$ cat src/rtl/pcc_pkg.sv
// Shared types and constants for the Pearson correlation block.
// No dependencies; imported by every module of the block.
`default_nettype none

package pcc_pkg;

  // Result status codes.
  localparam int STAT_W = 2;
  localparam logic [STAT_W-1:0] STAT_OK       = 2'd0;
  localparam logic [STAT_W-1:0] STAT_ZERO_VAR = 2'd1;
  localparam logic [STAT_W-1:0] STAT_OVERFLOW = 2'd2;

  // Q2.14 coefficient: the magnitude search finds 15 bits, 1.0 is bit 14.
  localparam int COEF_W     = 16;
  localparam int ROOT_BITS  = 15;
  localparam int ROOT_IDX_W = 4;
  localparam int ROOT_SHIFT = 2 * (ROOT_BITS - 1);
  localparam int COEF_ONE   = 1 << (ROOT_BITS - 1);

  typedef struct packed {
    logic start;
    logic clear;
  } acc_ctl_t;

  typedef struct packed {
    logic go;
    logic accumulate;
    logic subtract;
  } mac_ctl_t;

endpackage

`default_nettype wire

$ cat src/rtl/pcc_accum.sv
// Running sums for the Pearson correlation block: count, sum x, sum y,
// sum xy, sum xx, sum yy. One small multiplier is reused over four phases.
// Depends on pcc_pkg.
`default_nettype none

module pcc_accum
  import pcc_pkg::*;
#(
  parameter int MAX_PAIRS   = 256,
  parameter int SAMPLE_BITS = 12,
  parameter int CNT_W       = $clog2(MAX_PAIRS + 1),
  parameter int SX_W        = SAMPLE_BITS + CNT_W,
  parameter int SQ_W        = 2 * SAMPLE_BITS + CNT_W
) (
  input  wire                           clk,
  input  wire                           rst_n,
  input  acc_ctl_t                      ctl,
  input  wire logic signed [SAMPLE_BITS-1:0] x,
  input  wire logic signed [SAMPLE_BITS-1:0] y,
  output logic                          done,
  output logic                          ovf,
  output logic [CNT_W-1:0]              cnt,
  output logic signed [SX_W-1:0]        sum_x,
  output logic signed [SX_W-1:0]        sum_y,
  output logic signed [SQ_W-1:0]        sum_xy,
  output logic signed [SQ_W-1:0]        sum_xx,
  output logic signed [SQ_W-1:0]        sum_yy
);

  localparam int PW = 2 * SAMPLE_BITS;

  logic                          active_r;
  logic [1:0]                    phase_r;
  logic                          done_r;
  logic                          ovf_r;
  logic [CNT_W-1:0]              cnt_r;
  logic signed [SX_W-1:0]        sum_x_r, sum_y_r;
  logic signed [SQ_W-1:0]        sum_xy_r, sum_xx_r, sum_yy_r;
  logic signed [SAMPLE_BITS-1:0] x_r, y_r;
  logic signed [SAMPLE_BITS-1:0] mul_a, mul_b;
  logic signed [PW-1:0]          prod_r;
  logic signed [SQ_W-1:0]        prod_ext;
  logic                          has_room;

  // Phase 0 forms x*y, phase 1 x*x, phase 2 y*y; each is summed a phase later.
  assign mul_a    = (phase_r == 2'd2) ? y_r : x_r;
  assign mul_b    = (phase_r == 2'd1) ? x_r : y_r;
  assign prod_ext = {{(SQ_W - PW){prod_r[PW-1]}}, prod_r};
  assign has_room = (cnt_r < CNT_W'(MAX_PAIRS));

  always_ff @(posedge clk) begin
    if (ctl.start) begin
      x_r <= x;
      y_r <= y;
    end
    if (active_r) begin
      prod_r <= mul_a * mul_b;
    end
  end

  always_ff @(posedge clk) begin
    if (!rst_n) begin
      active_r <= 1'b0;
      phase_r  <= 2'd0;
      done_r   <= 1'b0;
      ovf_r    <= 1'b0;
      cnt_r    <= '0;
      sum_x_r  <= '0;
      sum_y_r  <= '0;
      sum_xy_r <= '0;
      sum_xx_r <= '0;
      sum_yy_r <= '0;
    end else begin
      done_r <= 1'b0;
      if (ctl.clear) begin
        ovf_r    <= 1'b0;
        cnt_r    <= '0;
        sum_x_r  <= '0;
        sum_y_r  <= '0;
        sum_xy_r <= '0;
        sum_xx_r <= '0;
        sum_yy_r <= '0;
      end else if (ctl.start) begin
        if (has_room) begin
          active_r <= 1'b1;
          phase_r  <= 2'd0;
        end else begin
          // A pair beyond capacity is dropped and remembered.
          ovf_r  <= 1'b1;
          done_r <= 1'b1;
        end
      end else if (active_r) begin
        phase_r <= phase_r + 2'd1;
        case (phase_r)
          2'd0: begin
            cnt_r   <= cnt_r + CNT_W'(1);
            sum_x_r <= sum_x_r + {{(SX_W - SAMPLE_BITS){x_r[SAMPLE_BITS-1]}}, x_r};
            sum_y_r <= sum_y_r + {{(SX_W - SAMPLE_BITS){y_r[SAMPLE_BITS-1]}}, y_r};
          end
          2'd1: sum_xy_r <= sum_xy_r + prod_ext;
          2'd2: sum_xx_r <= sum_xx_r + prod_ext;
          default: begin
            sum_yy_r <= sum_yy_r + prod_ext;
            active_r <= 1'b0;
            done_r   <= 1'b1;
          end
        endcase
      end
    end
  end

  assign done   = done_r;
  assign ovf    = ovf_r;
  assign cnt    = cnt_r;
  assign sum_x  = sum_x_r;
  assign sum_y  = sum_y_r;
  assign sum_xy = sum_xy_r;
  assign sum_xx = sum_xx_r;
  assign sum_yy = sum_yy_r;

endmodule

`default_nettype wire

$ cat src/rtl/pcc_mac.sv
// Shared shift-add multiply-accumulate unit, one multiplier bit per cycle.
// Computes acc = (accumulate ? acc : 0) +/- a * b for a signed b of nbits bits.
// Depends on pcc_pkg.
`default_nettype none

module pcc_mac
  import pcc_pkg::*;
#(
  parameter int A_W = 84,
  parameter int B_W = 42,
  parameter int N_W = $clog2(B_W + 1)
) (
  input  wire                  clk,
  input  wire                  rst_n,
  input  mac_ctl_t             ctl,
  input  wire logic [A_W-1:0]  a,
  input  wire logic [B_W-1:0]  b,
  input  wire logic [N_W-1:0]  nbits,
  output logic                 done,
  output logic [A_W-1:0]       result
);

  logic [A_W-1:0] a_sh_r;
  logic [B_W-1:0] b_sh_r;
  logic [N_W-1:0] cnt_r;
  logic [A_W-1:0] acc_r;
  logic           sub_r;
  logic           done_r;
  logic           neg;
  logic [A_W-1:0] term;

  // The top bit of a two's complement multiplier carries negative weight.
  assign neg  = sub_r ^ (cnt_r == N_W'(1));
  assign term = b_sh_r[0] ? a_sh_r : '0;

  always_ff @(posedge clk) begin
    if (ctl.go) begin
      a_sh_r <= a;
      b_sh_r <= b;
      sub_r  <= ctl.subtract;
      if (!ctl.accumulate) begin
        acc_r <= '0;
      end
    end else if (cnt_r != '0) begin
      acc_r  <= acc_r + (term ^ {A_W{neg}}) + {{(A_W - 1){1'b0}}, neg};
      a_sh_r <= a_sh_r << 1;
      b_sh_r <= b_sh_r >> 1;
    end
  end

  always_ff @(posedge clk) begin
    if (!rst_n) begin
      cnt_r  <= '0;
      done_r <= 1'b0;
    end else begin
      done_r <= 1'b0;
      if (ctl.go) begin
        cnt_r <= nbits;
      end else if (cnt_r != '0) begin
        cnt_r <= cnt_r - N_W'(1);
        if (cnt_r == N_W'(1)) begin
          done_r <= 1'b1;
        end
      end
    end
  end

  assign done   = done_r;
  assign result = acc_r;

endmodule

`default_nettype wire

$ cat src/rtl/pcc_root.sv
// Bit-serial search for the largest q with q*q*d <= 2^28 * t, which is the
// coefficient magnitude, found one result bit at a time. Depends on pcc_pkg.
`default_nettype none

module pcc_root
  import pcc_pkg::*;
#(
  parameter int T_W = 84
) (
  input  wire                  clk,
  input  wire                  rst_n,
  input  wire                  go,
  input  wire logic [T_W-1:0]  t,
  input  wire logic [T_W-1:0]  d,
  output logic                 done,
  output logic [ROOT_BITS-1:0] q
);

  localparam int R_W = T_W + 2 * ROOT_BITS + 2;
  localparam int PAD = R_W - T_W - ROOT_SHIFT;

  // e_r holds the remaining slack, psh_r = q*d << (bit+1), dsh_r = d << 2*bit.
  logic [R_W-1:0]        e_r, psh_r, dsh_r, delta_r;
  logic [R_W:0]          diff;
  logic [ROOT_BITS-1:0]  q_r;
  logic [ROOT_IDX_W-1:0] bit_r;
  logic                  phase_r;
  logic                  run_r;
  logic                  done_r;

  assign diff = {1'b0, e_r} - {1'b0, delta_r};

  always_ff @(posedge clk) begin
    if (go) begin
      e_r   <= {{PAD{1'b0}}, t, {ROOT_SHIFT{1'b0}}};
      dsh_r <= {{PAD{1'b0}}, d, {ROOT_SHIFT{1'b0}}};
      psh_r <= '0;
      q_r   <= '0;
    end else if (run_r) begin
      if (!phase_r) begin
        delta_r <= psh_r + dsh_r;
      end else begin
        if (!diff[R_W]) begin
          e_r        <= diff[R_W-1:0];
          psh_r      <= (delta_r + dsh_r) >> 1;
          q_r[bit_r] <= 1'b1;
        end else begin
          psh_r <= psh_r >> 1;
        end
        dsh_r <= dsh_r >> 2;
      end
    end
  end

  always_ff @(posedge clk) begin
    if (!rst_n) begin
      run_r   <= 1'b0;
      phase_r <= 1'b0;
      bit_r   <= '0;
      done_r  <= 1'b0;
    end else begin
      done_r <= 1'b0;
      if (go) begin
        run_r   <= 1'b1;
        phase_r <= 1'b0;
        bit_r   <= ROOT_IDX_W'(ROOT_BITS - 1);
      end else if (run_r) begin
        phase_r <= !phase_r;
        if (phase_r) begin
          if (bit_r == '0) begin
            run_r  <= 1'b0;
            done_r <= 1'b1;
          end else begin
            bit_r <= bit_r - ROOT_IDX_W'(1);
          end
        end
      end
    end
  end

  assign done = done_r;
  assign q    = q_r;

endmodule

`default_nettype wire

$ cat src/rtl/pearson_correlation.sv
// Pearson correlation of paired samples: top level with sequencer and output register.
// Depends on pcc_pkg, pcc_accum, pcc_mac and pcc_root.
//
// Usage: each input item is one pair (in_sample_x, in_sample_y) with in_last_pair
// marking the end of a set. Items are taken on the in_ channel (in_valid, in_stall);
// one result item per set leaves on the out_ channel (out_valid, out_stall) holding
// the coefficient in Q2.14 (16384 is 1.0, truncated toward zero), a status and the
// number of pairs summed. The block handles one item at a time: after an item is
// accepted, in_stall stays high while one shared multiplier adds the pair into the
// exact integer sums. A pair beyond MAX_PAIRS is dropped. A last pair then starts
// the closing sequence in one shift-add multiply-accumulate unit: three cross terms
// of a CNT_W+1 bit and an SX_W bit product, a variance check, the square of the
// numerator and the product of the two variances, both of NUM_W bits, and a root
// search for the coefficient magnitude, one result bit at a time.
// Status 2 (capacity exceeded) skips that sequence; status 1 (zero variance) skips the
// square, the variance product and the search.
// The result waits in the output register; while out_stall holds it, the block keeps
// it unchanged and holds any next result back until it has been handed over. A
// synchronous active-low reset clears all sums, the pair count and the overflow flag.
`default_nettype none

module pearson_correlation
  import pcc_pkg::*;
#(
  parameter int MAX_PAIRS   = 256,
  parameter int SAMPLE_BITS = 12
) (
  input  wire                               clk,
  input  wire                               rst_n,
  input  wire                               in_valid,
  output logic                              in_stall,
  input  wire logic signed [SAMPLE_BITS-1:0] in_sample_x,
  input  wire logic signed [SAMPLE_BITS-1:0] in_sample_y,
  input  wire                               in_last_pair,
  output logic                              out_valid,
  input  wire                               out_stall,
  output logic signed [COEF_W-1:0]          out_coefficient,
  output logic [STAT_W-1:0]                 out_status,
  output logic [$clog2(MAX_PAIRS + 1)-1:0]  out_pair_count
);

  localparam int CNT_W = $clog2(MAX_PAIRS + 1);
  localparam int SX_W  = SAMPLE_BITS + CNT_W;
  localparam int SQ_W  = 2 * SAMPLE_BITS + CNT_W;
  localparam int NUM_W = 2 * SX_W;
  localparam int PRD_W = 2 * NUM_W;
  localparam int NB_W  = $clog2(NUM_W + 1);

  typedef enum logic [3:0] {
    S_IDLE, S_ACC, S_NUM_A, S_NUM_B, S_DX_A, S_DX_B, S_DY_A, S_DY_B,
    S_CHECK, S_SQ, S_DD, S_ROOT, S_EMIT
  } state_t;

  state_t state_r, state_nxt;

  acc_ctl_t               acc_ctl;
  logic                   acc_done, acc_ovf;
  logic [CNT_W-1:0]       acc_cnt;
  logic signed [SX_W-1:0] sum_x, sum_y;
  logic signed [SQ_W-1:0] sum_xy, sum_xx, sum_yy;

  mac_ctl_t               mac_ctl_r, mac_ctl_nxt;
  logic [PRD_W-1:0]       mac_a;
  logic [NUM_W-1:0]       mac_b;
  logic [NB_W-1:0]        mac_nb;
  logic                   mac_done;
  logic [PRD_W-1:0]       mac_res;

  logic                   root_go_r, root_go_nxt;
  logic                   root_done;
  logic [ROOT_BITS-1:0]   root_q;

  logic                   last_r;
  logic [NUM_W-1:0]       num_r, dx_r, dy_r;
  logic [PRD_W-1:0]       t_r;
  logic signed [COEF_W-1:0] res_coef_r, res_coef_nxt;
  logic [STAT_W-1:0]      res_status_r, res_status_nxt;
  logic                   out_valid_r;
  logic signed [COEF_W-1:0] out_coef_r;
  logic [STAT_W-1:0]      out_status_r;
  logic [CNT_W-1:0]       out_cnt_r;
  logic                   load_out;
  logic                   var_bad;
  logic [COEF_W-1:0]      coef_mag;

  pcc_accum #(
    .MAX_PAIRS  (MAX_PAIRS),
    .SAMPLE_BITS(SAMPLE_BITS),
    .CNT_W      (CNT_W),
    .SX_W       (SX_W),
    .SQ_W       (SQ_W)
  ) u_accum (
    .clk   (clk),
    .rst_n (rst_n),
    .ctl   (acc_ctl),
    .x     (in_sample_x),
    .y     (in_sample_y),
    .done  (acc_done),
    .ovf   (acc_ovf),
    .cnt   (acc_cnt),
    .sum_x (sum_x),
    .sum_y (sum_y),
    .sum_xy(sum_xy),
    .sum_xx(sum_xx),
    .sum_yy(sum_yy)
  );

  pcc_mac #(
    .A_W(PRD_W),
    .B_W(NUM_W),
    .N_W(NB_W)
  ) u_mac (
    .clk   (clk),
    .rst_n (rst_n),
    .ctl   (mac_ctl_r),
    .a     (mac_a),
    .b     (mac_b),
    .nbits (mac_nb),
    .done  (mac_done),
    .result(mac_res)
  );

  pcc_root #(
    .T_W(PRD_W)
  ) u_root (
    .clk  (clk),
    .rst_n(rst_n),
    .go   (root_go_r),
    .t    (t_r),
    .d    (mac_res),
    .done (root_done),
    .q    (root_q)
  );

  // Operands for the shared unit follow the current step. The unit samples
  // them in the cycle its go pulse is high, the first cycle of the step.
  always_comb begin
    mac_a  = '0;
    mac_b  = '0;
    mac_nb = '0;
    unique case (state_r)
      S_NUM_A: begin
        mac_a  = {{(PRD_W - SQ_W){sum_xy[SQ_W-1]}}, sum_xy};
        mac_b  = {{(NUM_W - CNT_W){1'b0}}, acc_cnt};
        mac_nb = NB_W'(CNT_W + 1);
      end
      S_DX_A: begin
        mac_a  = {{(PRD_W - SQ_W){sum_xx[SQ_W-1]}}, sum_xx};
        mac_b  = {{(NUM_W - CNT_W){1'b0}}, acc_cnt};
        mac_nb = NB_W'(CNT_W + 1);
      end
      S_DY_A: begin
        mac_a  = {{(PRD_W - SQ_W){sum_yy[SQ_W-1]}}, sum_yy};
        mac_b  = {{(NUM_W - CNT_W){1'b0}}, acc_cnt};
        mac_nb = NB_W'(CNT_W + 1);
      end
      S_NUM_B: begin
        mac_a  = {{(PRD_W - SX_W){sum_x[SX_W-1]}}, sum_x};
        mac_b  = {{(NUM_W - SX_W){sum_y[SX_W-1]}}, sum_y};
        mac_nb = NB_W'(SX_W);
      end
      S_DX_B: begin
        mac_a  = {{(PRD_W - SX_W){sum_x[SX_W-1]}}, sum_x};
        mac_b  = {{(NUM_W - SX_W){sum_x[SX_W-1]}}, sum_x};
        mac_nb = NB_W'(SX_W);
      end
      S_DY_B: begin
        mac_a  = {{(PRD_W - SX_W){sum_y[SX_W-1]}}, sum_y};
        mac_b  = {{(NUM_W - SX_W){sum_y[SX_W-1]}}, sum_y};
        mac_nb = NB_W'(SX_W);
      end
      S_SQ: begin
        mac_a  = {{(PRD_W - NUM_W){num_r[NUM_W-1]}}, num_r};
        mac_b  = num_r;
        mac_nb = NB_W'(NUM_W);
      end
      S_DD: begin
        mac_a  = {{(PRD_W - NUM_W){dx_r[NUM_W-1]}}, dx_r};
        mac_b  = dy_r;
        mac_nb = NB_W'(NUM_W);
      end
      default: begin
        mac_nb = '0;
      end
    endcase
  end

  // Both variances must be strictly positive; fewer than two pairs gives zero.
  assign var_bad  = dx_r[NUM_W-1] || (dx_r == '0) || dy_r[NUM_W-1] || (dy_r == '0);
  assign coef_mag = {1'b0, root_q};

  always_comb begin
    state_nxt      = state_r;
    acc_ctl        = '0;
    root_go_nxt    = 1'b0;
    load_out       = 1'b0;
    res_coef_nxt   = res_coef_r;
    res_status_nxt = res_status_r;
    unique case (state_r)
      S_IDLE: begin
        if (in_valid) begin
          acc_ctl.start = 1'b1;
          state_nxt     = S_ACC;
        end
      end
      S_ACC: begin
        if (acc_done) begin
          if (!last_r) begin
            state_nxt = S_IDLE;
          end else if (acc_ovf) begin
            res_coef_nxt   = '0;
            res_status_nxt = STAT_OVERFLOW;
            state_nxt      = S_EMIT;
          end else begin
            state_nxt = S_NUM_A;
          end
        end
      end
      S_NUM_A: if (mac_done) state_nxt = S_NUM_B;
      S_NUM_B: if (mac_done) state_nxt = S_DX_A;
      S_DX_A:  if (mac_done) state_nxt = S_DX_B;
      S_DX_B:  if (mac_done) state_nxt = S_DY_A;
      S_DY_A:  if (mac_done) state_nxt = S_DY_B;
      S_DY_B:  if (mac_done) state_nxt = S_CHECK;
      S_CHECK: begin
        if (var_bad) begin
          res_coef_nxt   = '0;
          res_status_nxt = STAT_ZERO_VAR;
          state_nxt      = S_EMIT;
        end else begin
          state_nxt = S_SQ;
        end
      end
      S_SQ: if (mac_done) state_nxt = S_DD;
      S_DD: begin
        if (mac_done) begin
          root_go_nxt = 1'b1;
          state_nxt   = S_ROOT;
        end
      end
      S_ROOT: begin
        if (root_done) begin
          res_coef_nxt   = num_r[NUM_W-1] ? (~coef_mag + COEF_W'(1)) : coef_mag;
          res_status_nxt = STAT_OK;
          state_nxt      = S_EMIT;
        end
      end
      S_EMIT: begin
        if (!out_valid_r || !out_stall) begin
          load_out      = 1'b1;
          acc_ctl.clear = 1'b1;
          state_nxt     = S_IDLE;
        end
      end
      default: state_nxt = S_IDLE;
    endcase

    // Each multiply step gets a go pulse as it is entered; the second half of
    // each difference accumulates onto the first with the product subtracted.
    mac_ctl_nxt.go = (state_nxt != state_r) &&
                     (state_nxt inside {S_NUM_A, S_NUM_B, S_DX_A, S_DX_B,
                                        S_DY_A, S_DY_B, S_SQ, S_DD});
    mac_ctl_nxt.accumulate = state_nxt inside {S_NUM_B, S_DX_B, S_DY_B};
    mac_ctl_nxt.subtract   = mac_ctl_nxt.accumulate;
  end

  always_ff @(posedge clk) begin
    if (!rst_n) begin
      state_r      <= S_IDLE;
      mac_ctl_r    <= '0;
      root_go_r    <= 1'b0;
      out_valid_r  <= 1'b0;
    end else begin
      state_r   <= state_nxt;
      mac_ctl_r <= mac_ctl_nxt;
      root_go_r <= root_go_nxt;
      if (load_out) begin
        out_valid_r <= 1'b1;
      end else if (!out_stall) begin
        out_valid_r <= 1'b0;
      end
    end
    if (acc_ctl.start) begin
      last_r <= in_last_pair;
    end
    if (mac_done) begin
      unique case (state_r)
        S_NUM_B: num_r <= mac_res[NUM_W-1:0];
        S_DX_B:  dx_r  <= mac_res[NUM_W-1:0];
        S_DY_B:  dy_r  <= mac_res[NUM_W-1:0];
        S_SQ:    t_r   <= mac_res;
        default: t_r   <= t_r;
      endcase
    end
    res_coef_r   <= res_coef_nxt;
    res_status_r <= res_status_nxt;
    if (load_out) begin
      out_coef_r   <= res_coef_r;
      out_status_r <= res_status_r;
      out_cnt_r    <= acc_cnt;
    end
  end

  assign in_stall        = (state_r != S_IDLE);
  assign out_valid       = out_valid_r;
  assign out_coefficient = out_coef_r;
  assign out_status      = out_status_r;
  assign out_pair_count  = out_cnt_r;

endmodule

`default_nettype wire

$ cat config.mk
export PLATFORM = sky130hd
export DESIGN_NAME = pearson_correlation
export DESIGN_NICKNAME = d
export VERILOG_FILES = /design/src/rtl/pcc_pkg.sv /design/src/rtl/pcc_accum.sv /design/src/rtl/pcc_mac.sv /design/src/rtl/pcc_root.sv /design/src/rtl/pearson_correlation.sv
export SDC_FILE = /design/constraint.sdc
export NUM_CORES = 2
export LEC_CHECK = 0
export ABC_AREA = 0
export BUFFER_PORTS_ARGS = -buffer_cell sky130_fd_sc_hd__buf_2
export CORE_MARGIN = 2
export CORE_UTILIZATION = 35
export CTS_BUF_LIST = sky130_fd_sc_hd__clkbuf_16
export CTS_CLUSTER_SIZE = 20
export DETAILED_ROUTE_END_ITERATION = 8
export GPL_TIMING_DRIVEN = 0
export HOLD_SLACK_MARGIN = 0.05
export PLACE_DENSITY_LB_ADDON = 0.15
export SYNTH_ARGS = -nofsm -noshare
export SYNTH_HDL_FRONTEND = slang
export SYNTH_SLANG_ARGS = --single-unit
$ cat constraint.sdc
create_clock -name clk -period 12.4 [get_ports clk]
set_clock_uncertainty 0.15 [all_clocks]
set_input_delay 1.86 -clock clk [delete_from_list [all_inputs] [get_ports clk]]
set_output_delay 1.86 -clock clk [all_outputs]
set_load 0.02 [all_outputs]
======== Yosys cells after proc, flatten, opt, wreduce, memory -nomap -nowiden ========
Index checks and enable logic that the tools add are counted.
cells by class
  add/subtract/negate cells ............... 15
  multiply operators ...................... 1
  div/mod/pow operators ................... 0
  order comparisons ....................... 3
  equality and inequality tests ........... 34
  shift-type cells ........................ 0
  muxes and demuxes ....................... 82
  bitwise operators ....................... 15
  reductions and logical operators ........ 54
operators with widths
  cell                                            number
  two-way mux 112 bit                             7
  one-hot mux 84 bit (7 select lines)             1
  two-way mux 84 bit                              6
  adder 116 x 112 -> 116 bit                      2
  one-hot mux 42 bit (5 select lines)             1
  subtractor 116 x 116 -> 117 bit                 1
  two-way mux 115 bit                             1
  adder 33 x 24 -> 33 bit                         3
  two-way mux 16 bit                              6
  adder 84 x 1 -> 84 bit                          1
  adder 84 bit                                    1
  zero test 42 bit                                2
  two-way mux 42 bit                              2
  bitwise XOR 84 bit                              1
  two-way mux 4 bit                               18
  one-hot mux 4 bit (13 select lines)             1
  one-hot mux 16 bit (3 select lines)             1
  adder 21 bit                                    2
  == test 4 x 3 -> 1 bit (second input constant)  8
  AND reduction 3 bit                             10
  == test 4 bit (second input constant)           7
  multiplier 12 x 12 -> 24 bit                    1
  two-way mux 12 bit                              2
  two-way mux 1 bit                               22
  other kinds (41)                                97
storage, ports and cells
  register bits after elaboration ......... 1167
  bits in latches ......................... 0
  bits in writable memories ............... 0
  ROM bits ................................ 0
  word-level logic and storage cells ...... 250
  memories ................................ 0

======== Logic depth before layout (Yosys ltp) ========
  depth after elaboration ................. 9
  gate-level depth with buffers ........... 31
  mapped depth without buffers ............ 29

======== Cells and area by module ========
From an unflattened synthesis, not the netlist that was laid out.
unflattened totals
  cells, all modules ...................... 9766
  area, all modules ....................... 86025.0 µm²
by module, submodules not included
  module               instances  cells an instance  area an instance (µm²)  seq. area each (µm²)
  pcc_root             1          5299               41005.6                 12472.0
  pcc_accum            1          2280               19253.5                 4544.4
  pcc_mac              1          1490               15059.4                 6476.2
  pearson_correlation  1          697                10706.5                 7847.5

======== Least setup slack after synthesis ========
OpenSTA, ideal clock, no wires.
  kind .................................... register to register
  start point ............................. register u_mac.cnt_r[0]
  end point ............................... register u_mac.acc_r[0], in the netlist u_mac.result[0] (enable)
  data arrival time ....................... 10153 ps
  data required time ...................... 11595 ps
  path slack .............................. 1442 ps
  stages on the path, launching flop included .. 6
  path buffers ............................ 0
  period minus slack after synthesis ...... 10958 ps
  cells stage by stage .................... dfxtp_1 > inv_1 > ha_1 > nor2b_1 > nand3_1 > a21boi_0
between the ends
  longest elaborated chain between the ends .. 3
RTL lines
  element                               line           source
  start: declaration                    pcc_mac.sv:25  logic [N_W-1:0] cnt_r;
  start signal: assignment              pcc_mac.sv:58  cnt_r <= nbits;
  start signal: assignment              pcc_mac.sv:60  cnt_r <= cnt_r - N_W'(1);
  nonzero test 6 bit                    pcc_mac.sv:44  end else if (cnt_r != '0) begin
  nonzero test 2 bit (no source line)   n/a
  AND reduction 2 bit (no source line)  n/a
  end signal: assignment                pcc_mac.sv:45  acc_r <= acc_r + (term ^ {A_W{neg}}) + {{(A_W - 1){1'b0}}, neg};
  end: declaration                      pcc_mac.sv:26  logic [A_W-1:0] acc_r;
Every way passes these cells.
A chain may end at the register's enable or synchronous reset.

======== Worst setup path after layout ========
  start point ............................. register u_accum.phase_r[0]
  end point ............................... register u_accum.prod_r[23], data pin
between the ends
  longest elaborated chain between the ends .. 3
  elaborated cells between the ends (all ways) .. 5
  classes of those cells .................. 1 x mul; 2 x eq/ne; 2 x mux
RTL lines
  element                                                  line                              source
  start: declaration                                       pcc_accum.sv:33                   logic [1:0] phase_r;
  start signal: assignment                                 pcc_accum.sv:93                   phase_r <= phase_r + 2'd1;
  == test 2 bit or == test 2 x 1 -> 1 bit (tied branches)  pcc_accum.sv:46, pcc_accum.sv:47
  two-way mux 12 bit (on tied branches)                    pcc_accum.sv:46, pcc_accum.sv:47
  multiplier 12 x 12 -> 24 bit (*)                         pcc_accum.sv:57                   prod_r <= mul_a * mul_b;
  end signal: assignment                                   pcc_accum.sv:57
  end: declaration                                         pcc_accum.sv:41                   logic signed [PW-1:0] prod_r;
Mark *: on every way between the ends. The rest lies on a longest branch, timed or not.

==> impl_metrics.env <==
export IMPL_synthArstFlopShare_pct=0
export IMPL_synth_edf_count=799
export IMPL_final_area_um2=92560
export IMPL_synth_xor_area_share_pct=6.717
export IMPL_period_share_pct=65.68
export IMPL_layout_nets=10420
export IMPL_endpoint="u_accum.prod_r[23]"
export IMPL_post_drt_via_cell_ratio=5.610
export IMPL_cts_resized=0
export IMPL_worst_skew_pair_late_latency_ns=0.81
export IMPL_area_growth_pct=11.44
export IMPL_gr_total_overflow=0
export IMPL_cts_sinks=1166
export IMPL_hold_ws_ns=0.2681
export IMPL_drive_gt1_share_pct=4.055
export IMPL_routed_via_count=72330
export IMPL_drv_cap=3
export IMPL_slew_viol_final=25
export IMPL_synth_top_family_by_area="compound AO/OA/AOI/OAI gates"
export IMPL_cp_depth=29
export IMPL_startpoint="u_accum.phase_r[0]"
export IMPL_syn_area_um2=83060
export IMPL_placed_area_um2=87830
export IMPL_die_height_um=491.1
export IMPL_synthFlopType="edfxtp_1"
export IMPL_r2r_start="u_accum.phase_r[0]"
export IMPL_drt_iter0_markers=6719
export IMPL_muxShareOfSynthArea_pct=0.7607
export IMPL_dr_pass1_iters=8
export IMPL_post_cts_buffers=0
export IMPL_synth_compound_area_share_pct=21.91
export IMPL_grt_pass1_vias=70420
export IMPL_ys_seq_area_share_pct=37.73
export IMPL_antenna_found_initial=8
export IMPL_relSlewSlack_pct=-3.368
export IMPL_crit_buf_inv=7
export IMPL_power_density_nw_per_um2=201.5
export IMPL_hold_path_class="reg -> reg"
export IMPL_cts_inserted_buffers=143
export IMPL_rsz0062_at_grt="no"
export IMPL_cpMaxStageDelayCell="fa_1"
export IMPL_avgSynthCellArea_um2=8.844
export IMPL_rrSetupSlack_ns=4.26
export IMPL_clk_pin_slew_ns=0.06
export IMPL_drc=0
export IMPL_place_inst=12630
export IMPL_final_util_pct=39.28
export IMPL_core_um2=235600
export IMPL_tightest_slew_ns=1.545
export IMPL_r2r_end="u_accum.prod_r[23]"
export IMPL_cts_tree="yes"
export IMPL_port_buffers=57
export IMPL_die_area_um2=241200
export IMPL_status="finished, violations left"
export IMPL_hold_viol_final=0
export IMPL_htree_levels=4
export IMPL_fin_cells=12890
export IMPL_die_x_um=491.1
export IMPL_ios=58
export IMPL_ant_nets=0
export IMPL_tns_ns=0
export IMPL_cts_root_buf="clkbuf_16"
export IMPL_clk_path_buf_depth=3
export IMPL_end_kind="flop"
export IMPL_synth_seq_cells=1166
export IMPL_routed_wl_um=309100
export IMPL_synthAdderAreaFrac_pct=12.82
export IMPL_ys_types=89
export IMPL_worst_ep_required_time_ns=12.78
export IMPL_dpl_hpwl_um=250300
export IMPL_clock_fmax_mhz=122.8
export IMPL_gp_congestion=0.9971
export IMPL_ctsHoldBuffers=0
export IMPL_ff2ff_path_depth=29
export IMPL_syn_nets=10180
export IMPL_grt_pass1_wl_um=454400
export IMPL_period_minus_slack_ns=8.144
export IMPL_crit_fanout=10
export IMPL_critical_path_class="reg -> reg"
export IMPL_startpoint_type="flop"
export IMPL_ir_worst_vdd_uv=402.4
export IMPL_grt_max_degree=63
export IMPL_setup_viol=0
export IMPL_synth_cells=9391
export IMPL_yosys_warnings=0
export IMPL_synth_simple_gate_area_share_pct=15.35
export IMPL_avgRoutedWirePerCell_um=23.97
export IMPL_placementRows=178
export IMPL_power_leakage_nw=37.22
export IMPL_slowest_delay_ns=0.56
export IMPL_start_util_pct=35.25
export IMPL_cpLargestDelayFamily="adder cells"
export IMPL_crit_arrival_ns=8.52
export IMPL_grt_use_total_pct=24.77
export IMPL_violations="capacitance limit, slew limit"
-- worst register-to-register path: cells and delay by family, from the launching register on --
kind | cells | cell delay [ns]
AND/OR/NAND/NOR | 3 | 0.37
buffers and inverters | 7 | 1.60
adder cells (fa/ha/maj) | 7 | 2.91
AO/OA/AOI/OAI | 10 | 2.06
XOR/XNOR | 1 | 0.11
flip-flops | 1 | 0.34
multiplexers | 1 | 0.33
-- registers in the layout, summed over array words and instances, names as in the netlist, 16 cells and up --
register and count:
dx_r 42, dy_r 42, num_r 42, out_coefficient 16, res_coef_r 16, t_r 84
u_accum.prod_r 24, u_accum.sum_x 21, u_accum.sum_xx 33, u_accum.sum_xy 33, u_accum.sum_y 21, u_accum.sum_yy 33
u_mac.a_sh_r 84, u_mac.b_sh_r 42, u_mac.result 84, u_root.delta_r 116, u_root.dsh_r 112, u_root.e_r 116
u_root.psh_r 115
-- metal layers --
layer | routed length, um | vias up | global-route usage, %
li1 | - | 34490 | -
met1 | 133400 | 35050 | 32.12
met2 | 144900 | 2224 | 41.47
met3 | 16000 | 565 | 2.913
met4 | 14860 | 0 | 10.71
met5 | 0 | - | 0
-- through the flow --
step | power (mW) | setup slack (ns)
6_report | 18.66 | 4.256
3_3_place_gp | 14.45 | -5.386
2_1_floorplan | 12.08 | 1.442
5_1_grt | 19.98 | 3.629
4_1_cts | 18.76 | 4.197
3_5_place_dp | 14.42 | 4.244
-- synth_stat cells, types with 147 or more instances --
cell	count	share of area [%]
ha_1	616	9.3
a21o_1	380	3.4
nor2_1	698	3.2
nor3_1	179	1.1
nand2_1	1216	5.5
inv_1	537	2.4
nand4_1	177	1.3
a21oi_1	895	5.4
xnor2_1	352	3.7
clkbuf_1	453	2.0
dfxtp_1	367	8.8
edfxtp_1	799	29
o21ai_0	652	3.9
xor2_1	285	3.0
nand3_1	147	0.89
fa_1	147	3.5
-- how the worst min path moves through the flow --
stage,start,end,cells after the start
finish,res_coef_r[2],out_coefficient[2],0
global route,res_coef_r[0],out_coefficient[0],0
CTS,res_coef_r[2],out_coefficient[2],0
detailed placement,res_coef_r[0],out_coefficient[0],0
global placement,res_coef_r[10],out_coefficient[10],0
floorplan,res_coef_r[0],out_coefficient[0],0
-- power breakdown --
part | internal, mW | total, mW | switching, mW
Sequential | 5.35 | 6.13 | 0.781
Combinational | 3.35 | 8.26 | 4.91
Clock | 2.47 | 4.27 | 1.79
-- layout make-up --
cell class,instances,area (um^2)
clock inverters,118,1069
repair buffers,88,813.3
fillers,23990,143100
multi-input cells,7185,47860
inverters,538,2024
plain buffers,502,1907
flip-flops and latches,1166,31340
well taps,3150,3941
clock buffers,144,3603
diodes,2,5.005
-- layout by cell type (no fill, tap or decap), types with 144 or more instances in the layout --
cell,n
nand4_1,177
o21ai_0,652
nor3_1,176
a21o_1,380
fa_1,147
dfxtp_1,367
edfxtp_1,799
inv_1,565
nand3_1,146
a21oi_1,895
clkbuf_16,144
clkbuf_1,443
ha_1,616
xor2_1,285
xnor2_1,352
nand2_1,1216
nor2_1,697
-- kinds of logic (layout without fill, tap and decap cells) --
group / Yosys count / in the layout
AO/OA/AOI/OAI: 2877 / 2877
other: 0 / 2
XOR/XNOR: 637 / 637
buffers and inverters: 1040 / 1390
multiplexers: 60 / 60
flip-flops: 1166 / 1166
adder cells (fa/ha/maj): 763 / 763
AND/OR/NAND/NOR: 2848 / 2848
No activity file was read; power rests on OpenSTA's default activity.
